**config.mk**
```make
export PLATFORM = sky130hd
export DESIGN_NAME = page_split_dma_descriptor_builder
export DESIGN_NICKNAME = d
export VERILOG_FILES = /design/src/sv/pdb_pkg.sv /design/src/sv/page_split_dma_descriptor_builder.sv
export SDC_FILE = /design/constraint.sdc
export NUM_CORES = 1
export LEC_CHECK = 0
export BUFFER_PORTS_ARGS = -buffer_cell sky130_fd_sc_hd__buf_4
export CAP_MARGIN = 20
export CELL_PAD_IN_SITES_DETAIL_PLACEMENT = 0
export CELL_PAD_IN_SITES_GLOBAL_PLACEMENT = 1
export CORE_ASPECT_RATIO = 1.4
export CORE_MARGIN = 3
export CORE_UTILIZATION = 29
export CTS_CLUSTER_SIZE = 12
export DETAILED_ROUTE_END_ITERATION = 8
export PLACE_DENSITY = 0.69
export SLEW_MARGIN = 20
export SYNTH_ARGS = -nofsm -noshare
export SYNTH_HDL_FRONTEND = slang
export SYNTH_SLANG_ARGS = --single-unit
```
**constraint.sdc**
```tcl
create_clock -name clk -period 7.5 [get_ports clk]
set_clock_uncertainty 0.05 [all_clocks]
set_input_delay 1.5 -clock clk [delete_from_list [all_inputs] [get_ports clk]]
set_output_delay 1.5 -clock clk [all_outputs]
set_load 0.005 [all_outputs]
```
**src/sv/pdb_pkg.sv**
```systemverilog
// ----------------------------------------------------------------------------
// pdb_pkg
// Types, codes and the sequencer program of the page split descriptor builder.
// ----------------------------------------------------------------------------
package pdb_pkg;

  // result status codes
  localparam logic [1:0] STATUS_OK        = 2'd0;
  localparam logic [1:0] STATUS_ZERO_LEN  = 2'd1;
  localparam logic [1:0] STATUS_EXHAUSTED = 2'd2;

  // register indexes on the configuration port
  localparam logic REG_TABLE_BASE = 1'b0;
  localparam logic REG_MAX_CHUNK  = 1'b1;

  // smallest chunk limit the datapath uses
  localparam logic [12:0] MIN_CHUNK = 13'd4;

  // jump conditions of the sequencer
  localparam logic [2:0] COND_NEVER  = 3'd0;
  localparam logic [2:0] COND_ALWAYS = 3'd1;
  localparam logic [2:0] COND_IDLE   = 3'd2;  // no start request
  localparam logic [2:0] COND_ZERO   = 3'd3;  // request byte count is zero
  localparam logic [2:0] COND_MORE   = 3'd4;  // another chunk fits in the table
  localparam logic [2:0] COND_LEFT   = 3'd5;  // bytes remain after the scan

  // program steps
  localparam logic [3:0] STEP_IDLE  = 4'd0;
  localparam logic [3:0] STEP_LOAD  = 4'd1;
  localparam logic [3:0] STEP_SCAN  = 4'd2;
  localparam logic [3:0] STEP_CHECK = 4'd3;
  localparam logic [3:0] STEP_RELD  = 4'd4;
  localparam logic [3:0] STEP_EMIT  = 4'd5;
  localparam logic [3:0] STEP_RET   = 4'd6;
  localparam logic [3:0] STEP_ZERO  = 4'd7;
  localparam logic [3:0] STEP_EXH   = 4'd8;

  // one control word
  typedef struct packed {
    logic       load;    // reload the work registers from the request
    logic       step;    // advance address, remaining count and index
    logic       emit;    // drive a result
    logic [1:0] err;     // status of the emitted result
    logic [2:0] cond;    // jump condition
    logic [3:0] target;  // jump target, else the next step
  } ucode_t;

  // read-only program
  function automatic ucode_t ucode_rom(input logic [3:0] pc);
    ucode_t cw;
    cw = '{load: 1'b0, step: 1'b0, emit: 1'b0, err: STATUS_OK,
           cond: COND_ALWAYS, target: STEP_IDLE};
    case (pc)
      STEP_IDLE: begin
        cw.cond   = COND_IDLE;
        cw.target = STEP_IDLE;
      end
      STEP_LOAD: begin
        cw.load   = 1'b1;
        cw.cond   = COND_ZERO;
        cw.target = STEP_ZERO;
      end
      STEP_SCAN: begin
        cw.step   = 1'b1;
        cw.cond   = COND_MORE;
        cw.target = STEP_SCAN;
      end
      STEP_CHECK: begin
        cw.cond   = COND_LEFT;
        cw.target = STEP_EXH;
      end
      STEP_RELD: begin
        cw.load = 1'b1;
        cw.cond = COND_NEVER;
      end
      STEP_EMIT: begin
        cw.step   = 1'b1;
        cw.emit   = 1'b1;
        cw.cond   = COND_MORE;
        cw.target = STEP_EMIT;
      end
      STEP_RET: begin
        cw.cond = COND_ALWAYS;
      end
      STEP_ZERO: begin
        cw.emit = 1'b1;
        cw.err  = STATUS_ZERO_LEN;
      end
      STEP_EXH: begin
        cw.emit = 1'b1;
        cw.err  = STATUS_EXHAUSTED;
      end
      default: begin
        cw.cond   = COND_ALWAYS;
        cw.target = STEP_IDLE;
      end
    endcase
    return cw;
  endfunction

endpackage

```
**src/sv/page_split_dma_descriptor_builder.sv**
```systemverilog
// ----------------------------------------------------------------------------
// page_split_dma_descriptor_builder
// Cuts one buffer request into a chain of page-bounded DMA descriptors.
// ----------------------------------------------------------------------------
// Usage:
//   A request (start_addr, byte_count) is taken at a clock edge with start
//   high and busy low. busy stays high until the final result of the request
//   is on the result ports. Results come out one per cycle, each marked by
//   done for one cycle; the receiver cannot hold them off. last marks the
//   final result of a request.
//   A small microcoded sequencer runs two passes over the chunk loop: a scan
//   pass that counts the chunks, then an emit pass that drives one
//   descriptor per cycle. A chain that does not fit in the table gives one
//   result with the exhausted status, a zero byte count one zero-length result.
//   The first descriptor of a request is on the ports after the scan pass,
//   the rest back to back. An exhausted result also follows the scan pass;
//   a zero-length result needs no scan pass. Registers table_base and
//   max_chunk are to be written over the APB port only while the block is
//   idle; the block itself does not enforce this. Reset returns the
//   sequencer to idle and the registers to table_base 0 and max_chunk 4096.
//   PAGE_BYTES must be a power of two; the block does not check this.
// ----------------------------------------------------------------------------
module page_split_dma_descriptor_builder #(
  parameter int PAGE_BYTES      = 4096,
  parameter int MAX_DESCRIPTORS = 64,
  parameter int DESC_BYTES      = 16
) (
  input  logic        clk,
  input  logic        rst,
  // request channel
  input  logic        start,
  output logic        busy,
  input  logic [31:0] start_addr,
  input  logic [18:0] byte_count,
  // result channel
  output logic        done,
  output logic [28:0] chunk_addr,
  output logic [12:0] chunk_bytes,
  output logic        end_mark,
  output logic [28:0] next_desc_addr,
  output logic [5:0]  desc_index,
  output logic [1:0]  status,
  output logic        last,
  // configuration port
  input  logic        psel,
  input  logic        penable,
  input  logic        pwrite,
  input  logic [2:0]  paddr,
  input  logic [31:0] pwdata,
  output logic [31:0] prdata,
  output logic        pready
);
  import pdb_pkg::*;

  localparam int PAGE_W = $clog2(PAGE_BYTES);
  localparam int IDX_W  = $clog2(MAX_DESCRIPTORS + 1);
  localparam int OFF_W  = IDX_W + 6;
  localparam int CW     = 20;

  // configuration registers
  logic [28:0] table_base;
  logic [12:0] max_chunk;

  // sequencer and datapath registers
  logic [3:0]       pc;
  logic [3:0]       pc_next;
  logic [31:0]      req_addr;
  logic [18:0]      req_count;
  logic [31:0]      addr;
  logic [18:0]      rem;
  logic [IDX_W-1:0] idx;

  ucode_t cw;
  logic   take;

  // chunk computation
  logic [12:0]      limit;
  logic [PAGE_W:0]  page_left;
  logic [CW-1:0]    bytes;
  logic [CW-1:0]    bytes_pg;
  logic [18:0]      rem_after;
  logic [IDX_W-1:0] idx_inc;
  logic [OFF_W-1:0] desc_off;
  logic             more;
  logic             chunk_end;

  // apb write and read
  assign pready = 1'b1;

  always_ff @(posedge clk) begin
    if (rst) begin
      table_base <= 29'd0;
      max_chunk  <= 13'd4096;
    end else if (psel && penable && pwrite && pready) begin
      case (paddr[2])
        REG_TABLE_BASE: table_base <= pwdata[28:0];
        REG_MAX_CHUNK:  max_chunk  <= pwdata[12:0];
        default: ;
      endcase
    end
  end

  always_comb begin
    case (paddr[2])
      REG_TABLE_BASE: prdata = {3'd0, table_base};
      REG_MAX_CHUNK:  prdata = {19'd0, max_chunk};
      default:        prdata = 32'd0;
    endcase
  end

  // chunk size: min of remaining, limit and bytes left in the page
  always_comb begin
    limit     = (max_chunk < MIN_CHUNK) ? MIN_CHUNK : max_chunk;
    page_left = (PAGE_W + 1)'(PAGE_BYTES) - {1'b0, addr[PAGE_W-1:0]};
    bytes     = (CW'(rem) > CW'(limit)) ? CW'(limit) : CW'(rem);
    bytes_pg  = (bytes > CW'(page_left)) ? CW'(page_left) : bytes;
    rem_after = rem - bytes_pg[18:0];
    idx_inc   = idx + IDX_W'(1);
    desc_off  = OFF_W'(idx_inc) * OFF_W'(DESC_BYTES);
    chunk_end = (rem_after == 19'd0);
    more      = !chunk_end && (idx_inc < IDX_W'(MAX_DESCRIPTORS));
  end

  // sequencer: fetch, evaluate jump condition
  assign cw   = ucode_rom(pc);
  assign busy = (pc != STEP_IDLE);

  always_comb begin
    case (cw.cond)
      COND_NEVER:  take = 1'b0;
      COND_ALWAYS: take = 1'b1;
      COND_IDLE:   take = !start;
      COND_ZERO:   take = (req_count == 19'd0);
      COND_MORE:   take = more;
      COND_LEFT:   take = (rem != 19'd0);
      default:     take = 1'b1;
    endcase
    pc_next = take ? cw.target : pc + 4'd1;
  end

  always_ff @(posedge clk) begin
    if (rst) begin
      pc <= STEP_IDLE;
    end else begin
      pc <= pc_next;
    end
  end

  // request capture
  always_ff @(posedge clk) begin
    if (pc == STEP_IDLE && start) begin
      req_addr  <= start_addr;
      req_count <= byte_count;
    end
  end

  // work registers
  always_ff @(posedge clk) begin
    if (cw.load) begin
      addr <= req_addr;
      rem  <= req_count;
      idx  <= '0;
    end else if (cw.step) begin
      addr <= addr + {12'd0, bytes_pg[19:2], 2'b00};
      rem  <= rem_after;
      idx  <= idx_inc;
    end
  end

  // result strobe
  always_ff @(posedge clk) begin
    if (rst) begin
      done <= 1'b0;
    end else begin
      done <= cw.emit;
    end
  end

  // result payload
  always_ff @(posedge clk) begin
    if (cw.emit) begin
      if (cw.err == STATUS_OK) begin
        chunk_addr     <= addr[28:0];
        chunk_bytes    <= bytes_pg[12:0];
        end_mark       <= chunk_end;
        next_desc_addr <= chunk_end ? 29'd0 : table_base + 29'(desc_off);
        desc_index     <= 6'(idx);
        status         <= STATUS_OK;
        last           <= chunk_end;
      end else begin
        chunk_addr     <= 29'd0;
        chunk_bytes    <= 13'd0;
        end_mark       <= 1'b0;
        next_desc_addr <= 29'd0;
        desc_index     <= 6'd0;
        status         <= cw.err;
        last           <= 1'b1;
      end
    end
  end

  // checks
  a_done_from_emit: assert property (@(posedge clk) disable iff (rst)
    done |-> $past(cw.emit))
    else $error("result strobe without an emit step");

  a_accept_busy: assert property (@(posedge clk) disable iff (rst)
    (start && !busy) |=> busy)
    else $error("request accepted but sequencer stayed idle");

  a_error_last: assert property (@(posedge clk) disable iff (rst)
    (done && status != STATUS_OK) |-> (last && !end_mark))
    else $error("error result not final");

  a_end_link: assert property (@(posedge clk) disable iff (rst)
    (done && end_mark) |-> (last && next_desc_addr == 29'd0))
    else $error("chain end with a link or without last");

endmodule
```
==> flow_summary.ini <==
[run_status]
run_status = finished, violations left
failed_checks = setup timing

[setup_path]
r2r_cells = 37
critPathBufInv = 6
slowest_stage = or4_4
cp-end-kind = flip-flop
crit_required_ns = 7.74
r2r_end = next_desc_addr[9]
critPathLaunchType = flip-flop
crit_top_cell = a21o_1
critPathMaxFanout = 8
reg2reg_from = max_chunk[4]
crit_arrival_ns = 8.12
critPathTopFamily = compound AO/OA/AOI/OAI gates
regToRegSetupSlack_ns = -0.38
slowest_delay_ns = 0.56
crit_type = flip-flop to flip-flop

[sta]
post-route-period-util_pct = 105
setup-tns-final_ns = -11.00
period_minus_slack_ns = 7.88
final_hold_viol_count = 0
setup_viol = 35
grt_setup_unrepaired = yes
drv_slew = 0
tightest_slew_ns = 0.978
fin_ws_ns = -0.381
max_freq_mhz = 127
maxSlewHeadroom_pct = 34.6

[yosys]
yosysSeqAreaShare_pct = 49.7
ys_warn_count = 0
synth_fa_ha_area_share_pct = 7.67
ys_ff_latch = 231
ys.flop_type = edfxtp_1
syn_area_sq_um = 12900
async_flop_share_pct = 0
ys_types = 63
avgSynthCellArea_sq_um = 9.98
syn_inst = 1288
synth-compound-area-share_pct = 13.8
synth_edf_count = 177
synth_top_family_by_area = simple AND/OR/NAND/NOR gates
muxShareOfSynthArea_pct = 2.05
synth_simple_gate_area_share_pct = 18.5
synthXorXnorAreaFrac_pct = 4.70

[clock_tree]
cts_tree = done
cts_buffer_depth = 3
cts_sinks = 231
insertion_delay_ns = 0.55
clock-root-buffer = clkbuf_16
cts_max_level = 1
clkSlewWorstSetupHoldPaths_ns = 0.06
numCtsBuffers = 26

[finish]
final_common_cell = buf_4
n_antenna_cell = 0
layout-drive-gt1-share_pct = 30.5
layout_common_cells = buf_4, nand2_1, edfxtp_1
area_growth_pct = 36.0
postLayoutCellArea_sq_um = 17500
nets = 1801

[pwr]
sequentialPowerShare_pct = 27.8
max-vdd-ir-drop_mv = 0.193
switching_share_pct = 38.9
p_leak_uw = 0.00712
power_density_nw_per_um2 = 438
pwr-share-clk_pct = 16.6
p_int_uw = 4680
combPwrFrac_pct = 55.6
switching_power_uw = 2970
p_total_uw = 7650

[routing]
viasPerCell = 4.77
wl_per_cell_um = 17.1
drt-total-wl_mm = 37.7
vias = 10500
first_iter_violations = 459
dr.pass1.iters = 5
drc = 0
antenna_left = 0

[worst_hold_path]
hold_class = flip-flop to flip-flop
hp-start = table_base[2]
holdPathStages = 2
min_to = table_base[2]

[floorplanning]
rows = 90
design.core.area_sq_um = 43500
initial_utilization_pct = 29.6
die_x_um = 184
die_height_um = 255
die-area_sq_um = 46900
io_pins = 208

[global_route]
grt_pass1_vias = 10600
grt_pass1_wl_mm = 57.2
antenna_found_initial = 0
track_usage_pct = 15.4
grt_start_max_net_pins = 69
gr-total-overflow = 0

[place]
place_area_sq_um = 16000
portBuffers = 195
hpwl_mm = 28.1
globalplace.congestion = 0.867

[run]
drv_cap = 0
-- cell type report --
cell class | instances | area (sq um)
multi-input combinational | 962 | 6530
inverter | 54 | 203
clock buffer | 40 | 776
fill | 4314 | 26000
sequential | 231 | 6400
timing repair buffer | 357 | 2810
clock inverter | 8 | 71.3
tap | 552 | 691
-- timing repair --
action | 4_1_cts | 5_1_grt
gates cloned | 2 | 1
resized for setup | 31 | 72
buffers inserted | 10 | 5
hold buffers | 0 | 0
setup endpoints to repair | 51 | 54
pin swaps | 4 | 40
-- through the flow --
stage / hold WS, ns / util (%) / setup slack (ns) / cells
after floorplan: 0.386 / - / 0.00662 / 1301
after global placement: 0.394 / 36.9 / -0.638 / 2141
after detailed placement: 0.398 / 36.9 / -0.610 / 2141
after CTS: 0.405 / 39.4 / -0.318 / 2200
after global routing: 0.419 / 40.2 / -0.740 / 2204
final: 0.404 / 40.2 / -0.381 / 2204
-- kinds of logic (layout without fill, tap and decap cells) --
family	count (synthesis)	after routing
AOI/OAI and AO/OA	281	281
xor gates and xnor gates	69	69
adders and majority gates	77	77
buffers and inverters	108	459
DFF	231	231
muxes	25	25
other	2	15
and+or+nand+nor	495	495
-- metal layers --
| layer | track usage (%) | vias up | part of all wire (%) |
|---|---|---|---|
| met5 | 0 | - | 0 |
| met4 | 3.91 | 0 | 2.2 |
| met3 | 2.02 | 38 | 4.7 |
| met2 | 28.6 | 246 | 51 |
| met1 | 18.9 | 4933 | 42 |
| li1 | - | 5298 | - |
-- worst reg2reg max path, delay by kind of cell, from the launching register on --
kind | cells | cell delay [ns]
compound gates | 14 | 2.63
simple gates | 11 | 2.47
fa+ha+maj | 4 | 1.02
buf+inv | 6 | 0.66
mux | 1 | 0.37
flops | 1 | 0.33
xor+xnor | 1 | 0.10
-- sequential cells by signal (all words and copies together) (netlist names), 6 cells and up --
name and count:
max_chunk 13, req_addr 29, rem 19, table_base 29
req_count 19, idx 7, addr 29, desc_index 6
next_desc_addr 29, chunk_addr 29, chunk_bytes 13
-- worst max-delay path by stage --
stage                              end  cells after the start  slack [ns]     startpoint
global route        next_desc_addr[25]                     38       -0.74   max_chunk[4]
global placement    next_desc_addr[28]                     38       -0.64  max_chunk[11]
detailed placement  next_desc_addr[17]                     38       -0.61  max_chunk[11]
finish               next_desc_addr[9]                     37       -0.38   max_chunk[4]
floorplan            next_desc_addr[7]                     38       0.007  max_chunk[11]
CTS                  next_desc_addr[9]                     38       -0.32  max_chunk[11]
-- power by group through the flow --
| stage | clock network (uW) | logic (uW) | registers, uW |
|---|---|---|---|
| 3_5_place_dp | 0 | 3960 | 2150 |
| 2_1_floorplan | 0 | 2370 | 2100 |
| 6_report | 1270 | 4260 | 2120 |
| 5_1_grt | 1360 | 4730 | 2160 |
| 4_1_cts | 1310 | 4090 | 2130 |
| 3_3_place_gp | 0 | 3920 | 2140 |
-- cell usage after synthesis (all sizes together), types with 3 or more instances --
master | n | share of area (%)
a2111oi | 3 | 0.35
a211o | 5 | 0.34
a211oi | 16 | 0.93
a21o | 33 | 1.9
a21oi | 119 | 4.6
a221oi | 4 | 0.32
a311oi | 8 | 0.54
and2 | 52 | 2.5
and3 | 11 | 0.54
and4 | 3 | 0.20
buf | 11 | 0.62
clkbuf | 43 | 1.3
dfxtp | 54 | 8.4
edfxtp | 177 | 41
fa | 3 | 0.47
ha | 74 | 7.2
inv | 54 | 1.6
mux2 | 11 | 0.96
mux2i | 14 | 1.1
nand2 | 186 | 5.4
nand2b | 9 | 0.44
nand3 | 32 | 1.2
nand3b | 4 | 0.23
nand4 | 11 | 0.54
nor2 | 93 | 2.7
nor2b | 27 | 1.3
nor3 | 19 | 0.74
nor3b | 4 | 0.23
nor4 | 17 | 0.83
o2111ai | 3 | 0.20
o211ai | 9 | 0.53
o21a | 7 | 0.41
o21ai | 45 | 1.8
o21ba | 3 | 0.23
o21bai | 5 | 0.29
o31ai | 7 | 0.41
or2 | 8 | 0.39
or3 | 9 | 0.44
or4 | 5 | 0.32
xnor2 | 37 | 2.5
xor2 | 32 | 2.2
No activity file was read; power rests on OpenSTA's default activity.
